$ cat src/rtl/tcrc_pkg.sv
`timescale 1ns / 1ps
package tcrc_pkg;

  localparam int NUM_TIMERS = 3;
  localparam int NUM_W = 25;     // serial dividend width (17-bit sum shifted by 8)
  localparam int DEN_W = 16;
  localparam int CNT_W = 5;

  localparam logic [1:0] CMD_ADVANCE = 2'd0;
  localparam logic [1:0] CMD_WRITE   = 2'd1;
  localparam logic [1:0] CMD_READ    = 2'd2;

  localparam logic [3:0] OFF_COUNT  = 4'd0;
  localparam logic [3:0] OFF_MODE   = 4'd4;
  localparam logic [3:0] OFF_TARGET = 4'd8;

  localparam logic [1:0] CFG_ALT0 = 2'd0;
  localparam logic [1:0] CFG_ALT1 = 2'd1;
  localparam logic [1:0] CFG_ALT2 = 2'd2;

  localparam logic [15:0] MODE_RESET   = 16'h0400;
  localparam logic [15:0] ALT_RESET    = 16'd256;
  localparam logic [15:0] MIN_ALT_RATE = 16'd256;
  localparam logic [17:0] BOUND_VALUE  = 18'h0ffff;

  localparam int MB_RST_TGT = 3;
  localparam int MB_IRQ_TGT = 4;
  localparam int MB_IRQ_BND = 5;
  localparam int MB_REPEAT  = 6;
  localparam int MB_TOGGLE  = 7;
  localparam int MB_SRC01   = 8;
  localparam int MB_SRC2    = 9;
  localparam int MB_REQUEST = 10;
  localparam int MB_HIT_TGT = 11;
  localparam int MB_HIT_BND = 12;

  typedef struct packed {
    logic [1:0]  cmd;
    logic [5:0]  reg_address;
    logic [15:0] write_value;
    logic [15:0] tick_count;
  } req_t;

  typedef struct packed {
    logic [15:0] read_value;
    logic [2:0]  irq_raised;
  } rsp_t;

  typedef struct packed {
    logic             start;
    logic [NUM_W-1:0] num_a;
    logic [DEN_W-1:0] den_a;
    logic [NUM_W-1:0] num_b;
    logic [DEN_W-1:0] den_b;
  } div_req_t;

  typedef struct packed {
    logic             valid;
    logic [NUM_W-1:0] quo_a;
    logic [DEN_W-1:0] rem_b;
  } div_rsp_t;

  typedef enum logic [3:0] {
    ST_IDLE  = 4'b0001,
    ST_LOAD  = 4'b0010,
    ST_WAIT  = 4'b0100,
    ST_APPLY = 4'b1000
  } state_t;

endpackage

$ cat src/rtl/tcrc_div.sv
`timescale 1ns / 1ps
// Two restoring dividers stepping in lockstep, one quotient bit per cycle.
module tcrc_div
  import tcrc_pkg::*;
(
  input  logic     clk,
  input  logic     rst,
  input  div_req_t req,
  output div_rsp_t rsp
);

  logic [NUM_W-1:0] na;
  logic [NUM_W-1:0] nb;
  logic [DEN_W-1:0] ra;
  logic [DEN_W-1:0] rb;
  logic [DEN_W-1:0] da;
  logic [DEN_W-1:0] db;
  logic [CNT_W-1:0] cnt;
  logic             vld;

  logic [DEN_W:0] ra_sh;
  logic [DEN_W:0] rb_sh;
  logic           qa;
  logic           qb;
  logic [DEN_W:0] ra_next;
  logic [DEN_W:0] rb_next;

  always_comb begin
    ra_sh = {ra, na[NUM_W-1]};
    rb_sh = {rb, nb[NUM_W-1]};
    qa = (ra_sh >= {1'b0, da});
    qb = (rb_sh >= {1'b0, db});
    ra_next = qa ? (ra_sh - {1'b0, da}) : ra_sh;
    rb_next = qb ? (rb_sh - {1'b0, db}) : rb_sh;
  end

  always_ff @(posedge clk) begin
    if (rst) begin
      cnt <= '0;
      vld <= 1'b0;
    end else begin
      vld <= 1'b0;
      if (req.start) begin
        cnt <= CNT_W'(NUM_W);
      end else if (cnt != '0) begin
        cnt <= cnt - 1'b1;
        if (cnt == CNT_W'(1)) begin
          vld <= 1'b1;
        end
      end
    end
  end

  always_ff @(posedge clk) begin
    if (req.start) begin
      na <= req.num_a;
      nb <= req.num_b;
      da <= req.den_a;
      db <= req.den_b;
      ra <= '0;
      rb <= '0;
    end else if (cnt != '0) begin
      // quotient bits shift into the vacated low end of the dividend
      na <= {na[NUM_W-2:0], qa};
      nb <= {nb[NUM_W-2:0], qb};
      ra <= ra_next[DEN_W-1:0];
      rb <= rb_next[DEN_W-1:0];
    end
  end

  assign rsp.valid = vld;
  assign rsp.quo_a = na;
  assign rsp.rem_b = rb;

  a_no_restart: assert property (@(posedge clk) disable iff (rst)
    req.start |-> cnt == '0)
    else $error("divider restarted while running");

  a_valid_after_last: assert property (@(posedge clk) disable iff (rst)
    vld |-> $past(cnt) == CNT_W'(1))
    else $error("divider result without final step");

  a_cnt_bound: assert property (@(posedge clk) disable iff (rst)
    cnt <= CNT_W'(NUM_W))
    else $error("divider step count out of range");

endmodule

$ cat src/rtl/three_channel_root_counter.sv
`timescale 1ns / 1ps
// Three 16-bit root counters behind a register window.
// Command channel: a transaction is taken when start is high and busy is low.
// request.cmd selects advance time, register write or register read;
// request.reg_address bits 5:4 pick the timer, bits 3:0 the register.
// Every transaction gives one result: done is high for one cycle with
// result.read_value and result.irq_raised on the result port.
// Reads and writes leave busy low; done is high in the cycle after
// acceptance.
// An advance transaction runs the three timers one after another through
// one shared bit-serial divider: per timer a load (ST_LOAD), a divide
// (ST_WAIT, until the divider result is valid) and an update (ST_APPLY)
// step. busy is high from acceptance until done.
// The 25-bit serial dividend (tick sum scaled by 256 for alternate rates, else by 2) sets the divide length.
// Alternate rates sit on the APB port at byte addresses 0, 4 and 8.
// Synchronous reset: counts, targets and remainders zero, mode words 0x0400,
// alternate rates 256. The receiver cannot stall: each result is presented
// exactly once.
module three_channel_root_counter
  import tcrc_pkg::*;
(
  input  logic        clk,
  input  logic        rst,
  input  logic        start,
  input  req_t        request,
  output logic        busy,
  output logic        done,
  output rsp_t        result,
  input  logic        psel,
  input  logic        penable,
  input  logic        pwrite,
  input  logic [3:0]  paddr,
  input  logic [31:0] pwdata,
  output logic [31:0] prdata,
  output logic        pready
);

  typedef struct packed {
    logic [15:0] mode;
    logic        oneshot;
    logic        irq;
  } irq_upd_t;

  state_t      state;
  logic [1:0]  tsel;
  logic [15:0] ticks;
  logic [15:0] alt_rate [NUM_TIMERS];
  logic [15:0] count_value [NUM_TIMERS];
  logic [15:0] mode_word [NUM_TIMERS];
  logic [15:0] target_value [NUM_TIMERS];
  logic [16:0] tick_remainder [NUM_TIMERS];
  logic        oneshot_done [NUM_TIMERS];
  logic [2:0]  irq_acc;

  div_req_t dreq;
  div_rsp_t drsp;

  logic        accept;
  logic [1:0]  idx;
  logic        idx_ok;
  logic [15:0] cur_mode;
  logic [15:0] cur_alt;
  logic [16:0] sum;
  logic        use_alt;
  logic [17:0] total;
  logic [15:0] new_mode;
  logic        new_os;
  logic        new_irq;
  irq_upd_t    upd;

  function automatic irq_upd_t raise_irq(input logic [15:0] m, input logic od);
    irq_upd_t r;
    r.mode = m;
    r.oneshot = od;
    r.irq = 1'b0;
    if (m[MB_REPEAT] || !od) begin
      if (m[MB_TOGGLE]) begin
        r.mode[MB_REQUEST] = ~m[MB_REQUEST];
        r.irq = m[MB_REQUEST];
      end else begin
        r.mode[MB_REQUEST] = 1'b1;
        r.irq = 1'b1;
      end
      if (r.irq && !m[MB_REPEAT]) begin
        r.oneshot = 1'b1;
      end
    end
    return r;
  endfunction

  assign accept = start && !busy;
  assign busy   = (state != ST_IDLE);
  assign pready = 1'b1;

  // single read port into the timer state: sequencer timer when busy
  assign idx    = busy ? tsel : request.reg_address[5:4];
  assign idx_ok = (idx != 2'd3);

  always_comb begin
    cur_mode = idx_ok ? mode_word[idx] : MODE_RESET;
    cur_alt  = idx_ok ? alt_rate[idx] : ALT_RESET;
    if (cur_alt < MIN_ALT_RATE) begin
      cur_alt = MIN_ALT_RATE;
    end
    use_alt = (idx == 2'd2) ? cur_mode[MB_SRC2] : cur_mode[MB_SRC01];
    sum = (idx_ok ? tick_remainder[idx] : 17'd0) + {1'b0, ticks};

    dreq.start = (state == ST_LOAD);
    dreq.num_a = use_alt ? {sum, 8'd0} : {7'd0, sum, 1'b0};
    dreq.den_a = use_alt ? cur_alt : 16'd3;
    dreq.num_b = {8'd0, sum};
    dreq.den_b = {8'd0, cur_alt[15:8]};
  end

  // target check first; its reset to zero feeds the bound check
  always_comb begin
    total    = {2'd0, (idx_ok ? count_value[idx] : 16'd0)} + {1'b0, drsp.quo_a[16:0]};
    new_mode = cur_mode;
    new_os   = idx_ok ? oneshot_done[idx] : 1'b0;
    new_irq  = 1'b0;
    upd      = '0;
    if (total >= {2'd0, (idx_ok ? target_value[idx] : 16'd0)}) begin
      if (new_mode[MB_RST_TGT]) begin
        total = '0;
      end
      new_mode[MB_HIT_TGT] = 1'b1;
      if (new_mode[MB_IRQ_TGT]) begin
        upd = raise_irq(new_mode, new_os);
        new_mode = upd.mode;
        new_os = upd.oneshot;
        new_irq = upd.irq;
      end
    end
    if (total >= BOUND_VALUE) begin
      if (!new_mode[MB_RST_TGT]) begin
        total = '0;
      end
      new_mode[MB_HIT_BND] = 1'b1;
      if (new_mode[MB_IRQ_BND]) begin
        upd = raise_irq(new_mode, new_os);
        new_mode = upd.mode;
        new_os = upd.oneshot;
        new_irq = new_irq || upd.irq;
      end
    end
  end

  tcrc_div u_div (
    .clk (clk),
    .rst (rst),
    .req (dreq),
    .rsp (drsp)
  );

  always_ff @(posedge clk) begin
    if (rst) begin
      state <= ST_IDLE;
      tsel  <= '0;
      ticks <= '0;
      done  <= 1'b0;
      irq_acc <= '0;
      result <= '0;
      for (int i = 0; i < NUM_TIMERS; i++) begin
        alt_rate[i]       <= ALT_RESET;
        count_value[i]    <= '0;
        mode_word[i]      <= MODE_RESET;
        target_value[i]   <= '0;
        tick_remainder[i] <= '0;
        oneshot_done[i]   <= 1'b0;
      end
    end else begin
      done <= 1'b0;
      if (psel && penable && pwrite) begin
        unique case (paddr[3:2])
          CFG_ALT0: alt_rate[0] <= pwdata[15:0];
          CFG_ALT1: alt_rate[1] <= pwdata[15:0];
          CFG_ALT2: alt_rate[2] <= pwdata[15:0];
          default: ;
        endcase
      end
      unique case (state)
        ST_IDLE: begin
          if (accept) begin
            result <= '0;
            tsel <= '0;
            irq_acc <= '0;
            ticks <= request.tick_count;
            if (request.cmd == CMD_ADVANCE) begin
              state <= ST_LOAD;
            end else begin
              done <= 1'b1;
              if (idx_ok && request.cmd == CMD_WRITE) begin
                unique case (request.reg_address[3:0])
                  OFF_COUNT: count_value[idx] <= request.write_value;
                  OFF_MODE: begin
                    mode_word[idx] <= request.write_value | MODE_RESET;
                    count_value[idx] <= '0;
                    oneshot_done[idx] <= 1'b0;
                  end
                  OFF_TARGET: target_value[idx] <= request.write_value;
                  default: ;
                endcase
              end else if (idx_ok && request.cmd == CMD_READ) begin
                unique case (request.reg_address[3:0])
                  OFF_COUNT: result.read_value <= count_value[idx];
                  OFF_MODE: begin
                    result.read_value <= cur_mode;
                    mode_word[idx][MB_HIT_TGT] <= 1'b0;
                    mode_word[idx][MB_HIT_BND] <= 1'b0;
                  end
                  OFF_TARGET: result.read_value <= target_value[idx];
                  default: ;
                endcase
              end
            end
          end
        end
        ST_LOAD: state <= ST_WAIT;
        ST_WAIT: begin
          if (drsp.valid) begin
            state <= ST_APPLY;
          end
        end
        ST_APPLY: begin
          count_value[idx]    <= total[15:0];
          mode_word[idx]      <= new_mode;
          oneshot_done[idx]   <= new_os;
          tick_remainder[idx] <= use_alt ? {1'b0, drsp.rem_b} : 17'd0;
          irq_acc[idx]        <= new_irq;
          if (tsel == 2'd2) begin
            state <= ST_IDLE;
            done <= 1'b1;
            result.read_value <= '0;
            result.irq_raised <= {new_irq, irq_acc[1:0]};
          end else begin
            tsel <= tsel + 1'b1;
            state <= ST_LOAD;
          end
        end
        default: state <= ST_IDLE;
      endcase
    end
  end

  always_comb begin
    prdata = '0;
    unique case (paddr[3:2])
      CFG_ALT0: prdata = {16'd0, alt_rate[0]};
      CFG_ALT1: prdata = {16'd0, alt_rate[1]};
      CFG_ALT2: prdata = {16'd0, alt_rate[2]};
      default: prdata = '0;
    endcase
  end

  a_start_in_load: assert property (@(posedge clk) disable iff (rst)
    dreq.start |-> state == ST_LOAD)
    else $error("divider started outside load state");

  a_div_valid_wait: assert property (@(posedge clk) disable iff (rst)
    drsp.valid |-> state == ST_WAIT)
    else $error("divider result outside wait state");

  a_done_source: assert property (@(posedge clk) disable iff (rst)
    done |-> $past(state == ST_APPLY) || $past(accept))
    else $error("result without transaction");

  a_irq_only_advance: assert property (@(posedge clk) disable iff (rst)
    (done && result.irq_raised != 3'd0) |-> $past(state == ST_APPLY))
    else $error("interrupt flags on a register access");

endmodule
$ cat config.mk
export PLATFORM = sky130hd
export DESIGN_NAME = three_channel_root_counter
export DESIGN_NICKNAME = d
export VERILOG_FILES = /design/src/rtl/tcrc_pkg.sv /design/src/rtl/tcrc_div.sv /design/src/rtl/three_channel_root_counter.sv
export SDC_FILE = /design/constraint.sdc
export NUM_CORES = 1
export LEC_CHECK = 0
export BUFFER_PORTS_ARGS = -buffer_cell sky130_fd_sc_hd__buf_2
export CELL_PAD_IN_SITES_DETAIL_PLACEMENT = 2
export CELL_PAD_IN_SITES_GLOBAL_PLACEMENT = 2
export CORE_UTILIZATION = 40
export CTS_BUF_LIST = sky130_fd_sc_hd__clkbuf_2 sky130_fd_sc_hd__clkbuf_4 sky130_fd_sc_hd__clkbuf_8
export CTS_CLUSTER_DIAMETER = 60
export CTS_CLUSTER_SIZE = 20
export DETAILED_ROUTE_END_ITERATION = 8
export PLACE_DENSITY = 0.81
export SLEW_MARGIN = 40
export SYNTH_ARGS = -nofsm -noshare
export SYNTH_HDL_FRONTEND = slang
export SYNTH_SLANG_ARGS = --single-unit
$ cat constraint.sdc
create_clock -name clk -period 8.25 [get_ports clk]
set_input_delay 1.65 -clock clk [delete_from_list [all_inputs] [get_ports clk]]
set_output_delay 1.65 -clock clk [all_outputs]
set_load 0.01 [all_outputs]
==> summary.txt, run 1 <==
Timing
  – Fin crit period: 7.70 ns
  – Worst Tran Pin Value: 0.862 ns
  – Setup TNS: 0 ns
  – Slew headroom: roughly 42%
  – Final worst path period share: 93.4%
  – Final setup violation count: 0
  – Max-slew violation count: 0
  – RSZ-0062 raised after global routing: no
  – Fin. Hold Viols: 0
  – F_max: 0.130 GHz
  – Setup Skew: 0.0863 ns

Die
  – Die W: 238 µm
  – Die area: 0.0565 mm²
  – Row cnt: 86
  – Starting Density: 40.4%
  – Die Y: 238 µm
  – Core ar.: 0.0550 mm²
  – Boundary pin count: 136

Placed design
  – IO Port Bufs: 100
  – Detailed Place HPWL: approximately 55000 µm
  – Placed cell areas: 0.0236 mm²
  – Final GP Congestion: 0.871

Run status
  – Outcome: finished clean

Power
  – Design Power: 6660 µW
  – Power Dens Cells: approximately 270 mW/mm²
  – Leak: between 0.009 and 0.01 µW
  – Worst vdd ir: 0.000130 V

Logic synthesis
  – Post-synthesis cell area: 0.0222 mm²
  – Seq/Total Area, Yosys: 54.2%
  – Area share of the largest cell type after synthesis: 46.1%
  – Synth area leader: edfxtp_1
  – Synthesis Warnings: 0
  – Area contributors post-synth: edfxtp_1 (46%), dfxtp_1 (8.1%), nand2_1 (7.3%)
  – Avg Cell Area, Syn: 9.76 µm²
  – Flops & latches, synth: between 400 and 500
  – Mapped Cells: 2277
  – Synth cell types: 73
  – Asr flop ratio synth: 0%
  – Post-synth EDFFs: 341
  – Predominant post-synthesis flop cell: edfxtp_1

Clock network
  – Post-CTS Resized: 0
  – Num CTS Buffers: 42
  – H-tree Lvls: 2
  – Root buf cell: clkbuf_8
  – Hold_buf cts: 0
  – CTS tree: done
  – Setup bufs post-CTS: 0
  – CTS clk-pin slew, worst paths: around 0.12 ns
  – CTS sink cnt: 431
  – Clk buf depth: 3
  – Skew-Pair Late Insertion Delay: roughly 0.70 ns

Detailed routing
  – DRC viols: 0
  – Vias/cell: 5.70
  – Via Count: 17900
  – Post-Route WL: a little under 80000 µm
  – Iter 0 DRT Violations: 1247
  – Final ANT Viol Nets: 0
  – Routed WL per cell: 24.7 µm
  – First-pass DRT Iterations: 5

Critical path
  – Crit path launch: state[0]
  – Worst setup EP type: flop
  – Worst r2r src: state[0]
  – Crit-path max FO: 30
  – Worst setup path endpoint: mode_word[0][10]
  – Reg-to-Reg End: mode_word[0][10]
  – WP data required: 8.66 ns
  – Reg2Reg Setup Slack: 0.55 ns
  – CP Data Arrival Time: 8.12 ns
  – CP startpoint kind: flop
  – Worst reg-to-reg path cell count: 26
  – Crit Path Class: flop to flop

Global route
  – Initial antenna violation count: 3
  – Gr usage total: 27.3%
  – Vias in the first global route: 19400
  – First-pass GRT wire length: 116000 µm
  – Remaining Overflow, GRT: 0
  – Pin count of the biggest net entering global routing: 82

Finish
  – Post-layout util: 44.8%
  – Post-route cell area: about 0.025 mm²
  – Final net count: 2525
  – Share of layout cells above drive strength 1: 11.2%
  – Area growth syn-to-layout: 10.9%

Flow run
  – Max cap viols: 0

Worst hold path
  – Hold Path Class: flop to flop
==> state kept, by name (all words and copies together), names as in the netlist <==
register,flops
count_value,64
target_value,64
alt_rate,48
mode_word,48
tick_remainder,48
u_div.na,25
u_div.nb,25
result,19
ticks,16
u_div.da,16
u_div.ra,16
u_div.rb,16
u_div.db,8
u_div.cnt,5
state,4
oneshot_done,3
irq_acc,2
tsel,2
done,1
u_div.vld,1
==> synthesized netlist by cell type, types with 5 or more instances <==
cell	n
nand2_1	433
edfxtp_1	341
nor2_1	256
a21oi_1	194
o21ai_0	162
dfxtp_1	90
clkbuf_1	86
ha_1	76
and2_1	75
inv_1	73
mux2i_1	71
a21o_1	40
a22oi_1	29
xnor2_1	26
a31oi_1	24
nand3_1	24
xor2_1	22
nor3_1	20
buf_4	17
nand2b_1	17
and3_1	16
buf_2	16
nor2b_1	16
buf_1	15
a211oi_1	12
nand4_1	10
a22o_1	7
nor4_1	7
o31ai_1	7
a311oi_1	6
nor4b_1	5
o21a_1	5
or2_2	5
or3_1	5
==> cells by family after synthesis <==
family,count (synthesis),share of synthesized area [%]
adders and majority gates,81,4.68
muxes,75,3.43
other,2,0.0338
DFF,431,54.2
xor gates and xnor gates,48,1.89
AOI/OAI and AO/OA,525,14.0
buffers and inverters,207,3.87
and+or+nand+nor,908,17.9
==> power by group <==
part	internal [µW]	switching (µW)	leakage, µW
Clock	608	925	0.000476
Combinational	793	1460	0.00520
Sequential	2680	199	0.00414
==> layer usage <==
metal,GRT usage (%),vias to the layer above,part of all wire [%]
met5,0,-,0.017
met4,9.58,2,3.0
met3,4.06,129,5.0
met2,47.0,459,50
met1,34.7,9206,42
li1,-,8135,-
==> worst min path at each step <==
stage,startpoint,endpoint,slack (ns),cells after the start
global placement,u_div.nb[17],u_div.nb[17],0.44,2
CTS,u_div.nb[23],u_div.nb[24],0.46,2
floorplan,u_div.nb[18],u_div.nb[18],0.43,2
detailed placement,u_div.nb[21],u_div.nb[21],0.45,2
finish,u_div.nb[23],u_div.nb[24],0.45,2
global route,u_div.nb[23],u_div.nb[24],0.47,2
==> critical path: stages, from the launching register on <==
cell,delay (ns)
dfxtp_1,0.48
nor4b_4,0.63
mux2_4,0.60
buf_4,0.30
nand2_1,0.08
a21oi_1,0.23
a21o_1,0.18
ha_1,0.22
inv_1,0.07
fa_1,0.41
nand2b_1,0.19
a211oi_1,0.39
o21ai_0,0.23
o21ai_0,0.28
xor2_1,0.43
ha_1,0.34
o21ai_0,0.11
nor2_1,0.10
a221oi_1,0.27
o21ai_0,0.18
nor3_1,0.16
o21ai_0,0.28
a21o_1,0.31
a211oi_4,0.33
mux2i_1,0.17
o32ai_2,0.22
nand3_1,0.18
==> cell usage in the layout (no fill, tap or decap), types with 29 or more instances in the layout <==
cell,n
and2_1,74
nand2_1,422
dfxtp_1,90
a22oi_1,29
clkbuf_8,44
inv_1,71
a21oi_1,193
ha_1,76
a21o_1,40
buf_4,43
edfxtp_1,341
o21ai_0,159
conb_1,33
nor2_1,253
buf_2,100
mux2i_1,69
==> layout make-up <==
class	count	area [µm²]
antenna	2	5.00
clock buffer	49	643
clock inverter	29	319
fill	5857	30400
inverter	73	274
multi-input combinational	1670	9560
sequential	431	12000
tap	748	936
timing repair buffer	145	855
==> per-stage QoR <==
step | worst slack, ns | hold WS, ns | cells
2_1_floorplan | 1.28 | 0.432 | 2308
3_3_place_gp | 0.612 | 0.441 | 3067
3_5_place_dp | 0.118 | 0.453 | 3067
4_1_cts | 0.635 | 0.459 | 3145
5_1_grt | 0.106 | 0.474 | 3147
6_report | 0.546 | 0.453 | 3147
(Power assumes the default switching activity.)
==> run 2: changes to the inputs <==
--- a/config.mk
+++ b/config.mk
@@ -8,12 +8,14 @@
 export BUFFER_PORTS_ARGS = -buffer_cell sky130_fd_sc_hd__buf_2
 export CELL_PAD_IN_SITES_DETAIL_PLACEMENT = 2
 export CELL_PAD_IN_SITES_GLOBAL_PLACEMENT = 2
-export CORE_UTILIZATION = 40
+export CORE_UTILIZATION = 41
 export CTS_BUF_LIST = sky130_fd_sc_hd__clkbuf_2 sky130_fd_sc_hd__clkbuf_4 sky130_fd_sc_hd__clkbuf_8
 export CTS_CLUSTER_DIAMETER = 60
 export CTS_CLUSTER_SIZE = 20
 export DETAILED_ROUTE_END_ITERATION = 8
-export PLACE_DENSITY = 0.81
+export PLACE_DENSITY = 0.83
+export REMOVE_ABC_BUFFERS = 1
+export SKIP_CTS_REPAIR_TIMING = 1
 export SLEW_MARGIN = 40
 export SYNTH_ARGS = -nofsm -noshare
 export SYNTH_HDL_FRONTEND = slang
==> run 2 against run 1 <==
Clock skew is 0.029 ns lower; sequential cell count stayed put; core utilization is 1.6 points higher; critical path depth stayed put; register-to-register slack better by 0.34 ns; clock-buffer cell count is 2 lower; setup slack better by 0.34 ns; critical path type unchanged; critical endpoint is now count_value[1][6].
==> summary.txt, run 2 (synthesis gave the netlist of run 1 again) <==
Detailed routing
  – Vias/cell: 5.78
  – Final ANT Viol Nets: 0
  – Routed WL per cell: 25.1 µm
  – First-pass DRT Iterations: 7
  – Via Count: 17900
  – Post-Route WL: 77800 µm
  – DRC viols: 0
  – Iter 0 DRT Violations: between 1000 and 1500

Clock network
  – Clk buf depth: 3
  – CTS tree: done
  – Skew-Pair Late Insertion Delay: 0.68 ns
  – H-tree Lvls: 2
  – Num CTS Buffers: 43
  – CTS clk-pin slew, worst paths: around 0.11 ns
  – Root buf cell: clkbuf_8
  – CTS sink cnt: ~430

Run status
  – Outcome: finished clean

Power
  – Design Power: between 6000 and 7000 µW
  – Worst vdd ir: about 0.00019 V
  – Leak: around 0.0099 µW
  – Power Dens Cells: 270 mW/mm²

Placed design
  – Detailed Place HPWL: approximately 55000 µm
  – IO Port Bufs: 100
  – Final GP Congestion: 0.861

Finish
  – Final net count: 2534
  – Most frequent cells in the layout: nand2_1 (427), edfxtp_1 (341), nor2_1 (253)
  – Biggest regs: count_value: 64 flops, target_value: 64 flops
  – Most common cell after layout, fill and taps aside: nand2_1
  – Post-layout util: 46.4%
  – Share of layout cells above drive strength 1: 11.3%
  – Area growth syn-to-layout: 10.8%

Die
  – Die area: ~0.055 mm²
  – Row cnt: 84
  – Boundary pin count: 136
  – Starting Density: 41.9%
  – Die Y: 235 µm
  – Die W: 235 µm
  – Core ar.: 0.0531 mm²

Critical path
  – Top cell by count, worst path: o21ai_0
  – Crit-path leading delay family: compound AO/OA/AOI/OAI gates
  – Crit-path max FO: 34
  – CP max stage delay: 0.67 ns
  – Crit Path Class: flop to flop
  – CP Buf/Inv Count: 2
  – WP data required: around 8.7 ns
  – CP Data Arrival Time: 7.86 ns
  – Critical-path top delay cell: nor4b_4
  – CP startpoint kind: flop
  – Worst setup EP type: flop

Timing
  – Worst Tran Pin Value: 0.823 ns
  – Setup Skew: between 0.05 and 0.06 ns
  – Final setup violation count: 0
  – Max-slew violation count: 0
  – Slew headroom: 44.5%
  – RSZ-0062 raised after global routing: no
  – Final worst path period share: between 80% and 90%
  – Fin. Hold Viols: 0
  – Fin crit period: 7.36 ns
  – F_max: 0.136 GHz

Global route
  – Pin count of the biggest net entering global routing: 81
  – Gr usage total: 27.9%
  – Initial antenna violation count: 6
  – Vias in the first global route: 19600
  – First-pass GRT wire length: ~120000 µm
  – Remaining Overflow, GRT: 0

Worst hold path
  – Hold Path Class: flop to flop

Flow run
  – Max cap viols: 0
==> run 2: cell count changes in the layout (fill, tap and decap cells not counted), sizes merged <==
cell      delta
diode        +2
inv         +12
clkinv       -7
clkbuf       -2
buf          +8
clkinvlp     -1
==> run 2: power breakdown <==
group	switching [µW]	internal, µW
Combinational	1410	791
Sequential	222	2680
Clock	931	621
==> run 2: worst paths after layout <==
kind                      from                 to  slack [ns]  cells after the start
setup / recovery      state[0]  count_value[1][6]        0.89                     26
hold / removal    u_div.nb[21]       u_div.nb[22]        0.46                      2
setup reg to reg      state[0]  count_value[1][6]        0.89                     26
hold reg to reg   u_div.nb[21]       u_div.nb[22]        0.46                      2
==> run 2: final cells by class <==
cell class / count / area (µm²)
clock buffers: 47 / 634
flip-flops and latches: 431 / 12000
inverters: 73 / 274
repair buffers: 153 / 915
well taps: 688 / 861
clock inverters: 33 / 343
multi-input cells: 1670 / 9550
fillers: 5585 / 28400
diodes: 4 / 10.0
==> run 2: worst reg2reg max path, stage by stage (launching register included) <==
cell      delay [ns]
dfxtp_1         0.51
nor4b_4         0.67
mux2_4          0.64
nand2_1         0.12
and3_1          0.20
a31oi_1         0.30
nand2_1         0.16
inv_1           0.08
ha_1            0.24
a211oi_1        0.35
o21ai_0         0.19
a211oi_2        0.40
o21ai_0         0.25
a21oi_1         0.23
xnor2_1         0.26
ha_1            0.35
nand4_1         0.09
nor2_1          0.08
a221oi_1        0.28
o21ai_0         0.21
nor3_1          0.18
o21ai_0         0.24
nand2b_1        0.24
a21oi_2         0.32
buf_4           0.26
a22oi_1         0.17
nor2_1          0.16
==> run 2: routing by layer <==
metal	vias up	global-route usage [%]	share of wire (%)
li1	8175	-	-
met2	467	47.8	49
met4	4	10.7	3.6
met3	155	5.51	5.6
met1	9121	34.5	42
met5	-	0	0.042
==> run 2: per-stage QoR <==
step	hold WS (ns)	area (µm²)	TNS, ns	cells	setup slack (ns)
floorplan	0.432	21700	-352.63	2174	-3.09
global placement	0.440	23600	0	3014	0.736
detailed placement	0.453	23600	0	3014	0.592
CTS	0.467	24600	0	3094	0.966
global route	0.490	24600	0	3096	0.332
finish	0.463	24600	0	3099	0.885
==> run 3: changes to the inputs <==
--- a/config.mk
+++ b/config.mk
@@ -5,15 +5,16 @@
 export SDC_FILE = /design/constraint.sdc
 export NUM_CORES = 1
 export LEC_CHECK = 0
+export ABC_AREA = 1
 export BUFFER_PORTS_ARGS = -buffer_cell sky130_fd_sc_hd__buf_2
 export CELL_PAD_IN_SITES_DETAIL_PLACEMENT = 2
 export CELL_PAD_IN_SITES_GLOBAL_PLACEMENT = 2
-export CORE_UTILIZATION = 41
+export CORE_UTILIZATION = 39
 export CTS_BUF_LIST = sky130_fd_sc_hd__clkbuf_2 sky130_fd_sc_hd__clkbuf_4 sky130_fd_sc_hd__clkbuf_8
 export CTS_CLUSTER_DIAMETER = 60
 export CTS_CLUSTER_SIZE = 20
 export DETAILED_ROUTE_END_ITERATION = 8
-export PLACE_DENSITY = 0.83
+export PLACE_DENSITY = 0.81
 export REMOVE_ABC_BUFFERS = 1
 export SKIP_CTS_REPAIR_TIMING = 1
 export SLEW_MARGIN = 40
==> run 3 against run 2 <==
The flow now finishes with violations (design-rule violations); routed wire length increased by 2.2%; final area increased by 1.4%; worst hold slack improved by 0.015 ns; setup slack improved by 0.32 ns; critical path depth increased by 5.
==> summary.txt, run 3 <==
Finish
  – Final net count: 2849
  – Biggest regs: count_value: 64 flops, target_value: 64 flops, mode_word: 49 flops
  – Fill count: 6427
  – Most frequent cells in the layout: nand2_1 (566), nor2_1 (412), edfxtp_1 (342)
  – Register Area: between 0.01 and 0.015 mm²
  – Multi-input combinational cell area: 0.00910 mm²
  – Share of layout cells above drive strength 1: 11.2%
  – Most common cell after layout, fill and taps aside: nand2_1
  – Area growth syn-to-layout: 9.79%
  – Post-layout util: 43.3%

Power
  – Net switching power: 4950 µW
  – Clock share of power: between 10% and 20%
  – Sw Share: 49.8%
  – Power Dens Cells: 398 mW/mm²
  – P_int: between 4000 and 5000 µW
  – Reg power frac: roughly 30%
  – Leak: 0.0108 µW
  – Gate power share: around 55%
  – Design Power: 9940 µW
  – Worst vdd ir: 0.000165 V

Global route
  – Remaining Overflow, GRT: 0
  – First-pass GRT wire length: 122000 µm
  – Pin count of the biggest net entering global routing: 68
  – Vias in the first global route: 21000
  – Gr usage total: 26.8%
  – Initial antenna violation count: 1

Timing
  – F_max: ~0.14 GHz
  – Final worst path period share: 85.4%
  – Worst Tran Pin Value: slightly above 0.9 ns
  – RSZ-0062 raised after global routing: no
  – Setup TNS: 0 ns
  – Slew headroom: 39.5%
  – Setup Skew: roughly 0.064 ns
  – Max-slew violation count: 0
  – Final Hold Slack: between 0.4 and 0.5 ns
  – Final setup violation count: 0
  – Fin. Hold Viols: 0
  – Fin crit period: between 7 and 8 ns

Run status
  – Failing checks: design-rule violations
  – Outcome: finished with violations

Logic synthesis
  – Flops & latches, synth: 432
  – Post-synth EDFFs: approximately 340
  – Avg Cell Area, Syn: 8.76 µm²
  – XOR/XNOR share of the synthesized area: between 1 and 1.5%
  – Synth area leader: edfxtp_1
  – Mux cell area share after synthesis: 0%
  – Simple-Gate Fraction of Synth Area: 22.2%
  – Synth cell types: 63
  – Synth top cells by count: nand2_1 (575), nor2_1 (415), edfxtp_1 (342), inv_1 (289), a21oi_1 (158)
  – Area contributors post-synth: edfxtp_1 (45%), nand2_1 (9.5%), dfxtp_1 (7.9%)
  – Predominant post-synthesis flop cell: edfxtp_1
  – Post-synthesis compound-gate area fraction: 11.1%
  – Synth Area in Adders: 4.53%
  – Asr flop ratio synth: 0%
  – Seq/Total Area, Yosys: 53.1%
  – Most common cell in the netlist: nand2_1
  – Post-synthesis cell area: 0.0228 mm²
  – Area share of the largest cell type after synthesis: 45.1%
  – Mapped Cells: 2598
  – Largest family of logic cells by synthesized area: simple AND/OR/NAND/NOR gates
  – Synthesis Warnings: 0

Critical path
  – WP data required: about 8.7 ns
  – Crit-path leading delay family: simple AND/OR/NAND/NOR gates
  – CP Data Arrival Time: 7.46 ns
  – Critical-path top delay cell: xor2_1
  – Worst setup EP type: flop
  – CP Buf/Inv Count: 4
  – Crit path launch: request[37]
  – Top cell by count, worst path: nand2_1
  – Crit Path Class: input port to flop
  – Worst r2r src: state[3]
  – CP startpoint kind: input port
  – CP max stage delay: 0.51 ns
  – Crit-path max FO: 16

Die
  – Die area: a little under 0.06 mm²
  – Starting Density: 39.4%
  – Boundary pin count: approximately 140
  – Row cnt: 88
  – Core ar.: 0.0577 mm²
  – Die W: between 200 and 250 µm
  – Die Y: approximately 240 µm

Clock network
  – H-tree Lvls: 2
  – Skew-Pair Late Insertion Delay: 0.67 ns
  – CTS sink cnt: between 400 and 500
  – Num CTS Buffers: 42
  – CTS tree: done
  – CTS clk-pin slew, worst paths: 0.11 ns
  – Root buf cell: clkbuf_8
  – Clk buf depth: 3

Placed design
  – Detailed Place HPWL: 56900 µm
  – IO Port Bufs: 100
  – Final GP Congestion: 0.859

Detailed routing
  – WL met2: 39800 µm
  – Vias/cell: roughly 5.5
  – Via Count: around 19000
  – M1 wire length: 34600 µm
  – Routed WL per cell: about 23 µm
  – Final ANT Viol Nets: 0
  – Highest metal used: met4
  – Met3 wire length: 3330 µm
  – First-pass DRT Iterations: 7
  – Iter 0 DRT Violations: 1234
  – DRC viols: 2
  – Post-Route WL: between 70000 and 80000 µm

Worst hold path
  – Hold_sp: result[15]
  – Hold Path Class: flop to flop

Flow run
  – Max cap viols: 0
[run 3: cell count changes after synthesis, moves of 36 or more]
cell,delta
inv_1,+216
mux2i_1,-71
nand2_1,+142
and2_1,-74
a21o_1,-36
nand3_1,+70
nor2_1,+159
a21oi_1,-36
[run 3: worst paths after layout]
| path | slack, ns | endpoint | depth (start not counted) |
|---|---|---|---|
| hold / removal | 0.48 | result[15] | 2 |
| setup / recovery | 1.20 | count_value[1][2] | 31 |
| hold reg to reg | 0.48 | result[15] | 2 |
| setup reg to reg | 1.66 | count_value[1][2] | 32 |
[run 3: stage by stage]
stage	std cells	cell area, µm²	setup slack [ns]
2_1_floorplan	2512	22200	1.74
3_3_place_gp	3408	24000	0.870
3_5_place_dp	3408	24000	0.680
4_1_cts	3485	25000	1.31
5_1_grt	3485	25000	0.869
6_report	3486	25000	1.20
[run 3: cells by family after synthesis]
group           Yosys count
other cells               2
xor+xnor                 37
fa+ha+maj                80
compound gates          423
buf+inv                 417
simple gates           1207
flops                   432
[run 3: final cells by class]
type	instances	area share, %
inverter	300	4.52
sequential	432	48.3
clock inverter	30	1.37
multi-input combinational	1780	36.4
tap	765	3.83
antenna	1	0.0100
timing repair buffer	131	2.94
clock buffer	47	2.56
[run 3: worst reg2reg max path, delay by kind of cell (launching register included)]
kind                       cells  cell delay [ns]
and+or+nand+nor               20             2.95
AOI/OAI and AO/OA              6             1.41
adders and majority gates      2             0.77
xor gates and xnor gates       1             0.51
buffers and inverters          3             0.39
DFF                            1             0.35
[run 3: power groups by stage]
stage	Sequential [µW]	Clock, µW	Combinational, µW
final	2920	1560	5460
after global placement	2950	0	5080
after floorplan	2890	0	3530
after detailed placement	2970	0	5390
after global routing	2950	1660	6050
after CTS	2920	1590	5440
[run 3: layer usage]
layer,GRT usage (%),vias up
met3,3.14,97
met4,7.33,0
met2,47.7,370
met1,34.1,9753
li1,-,8802
met5,0,-
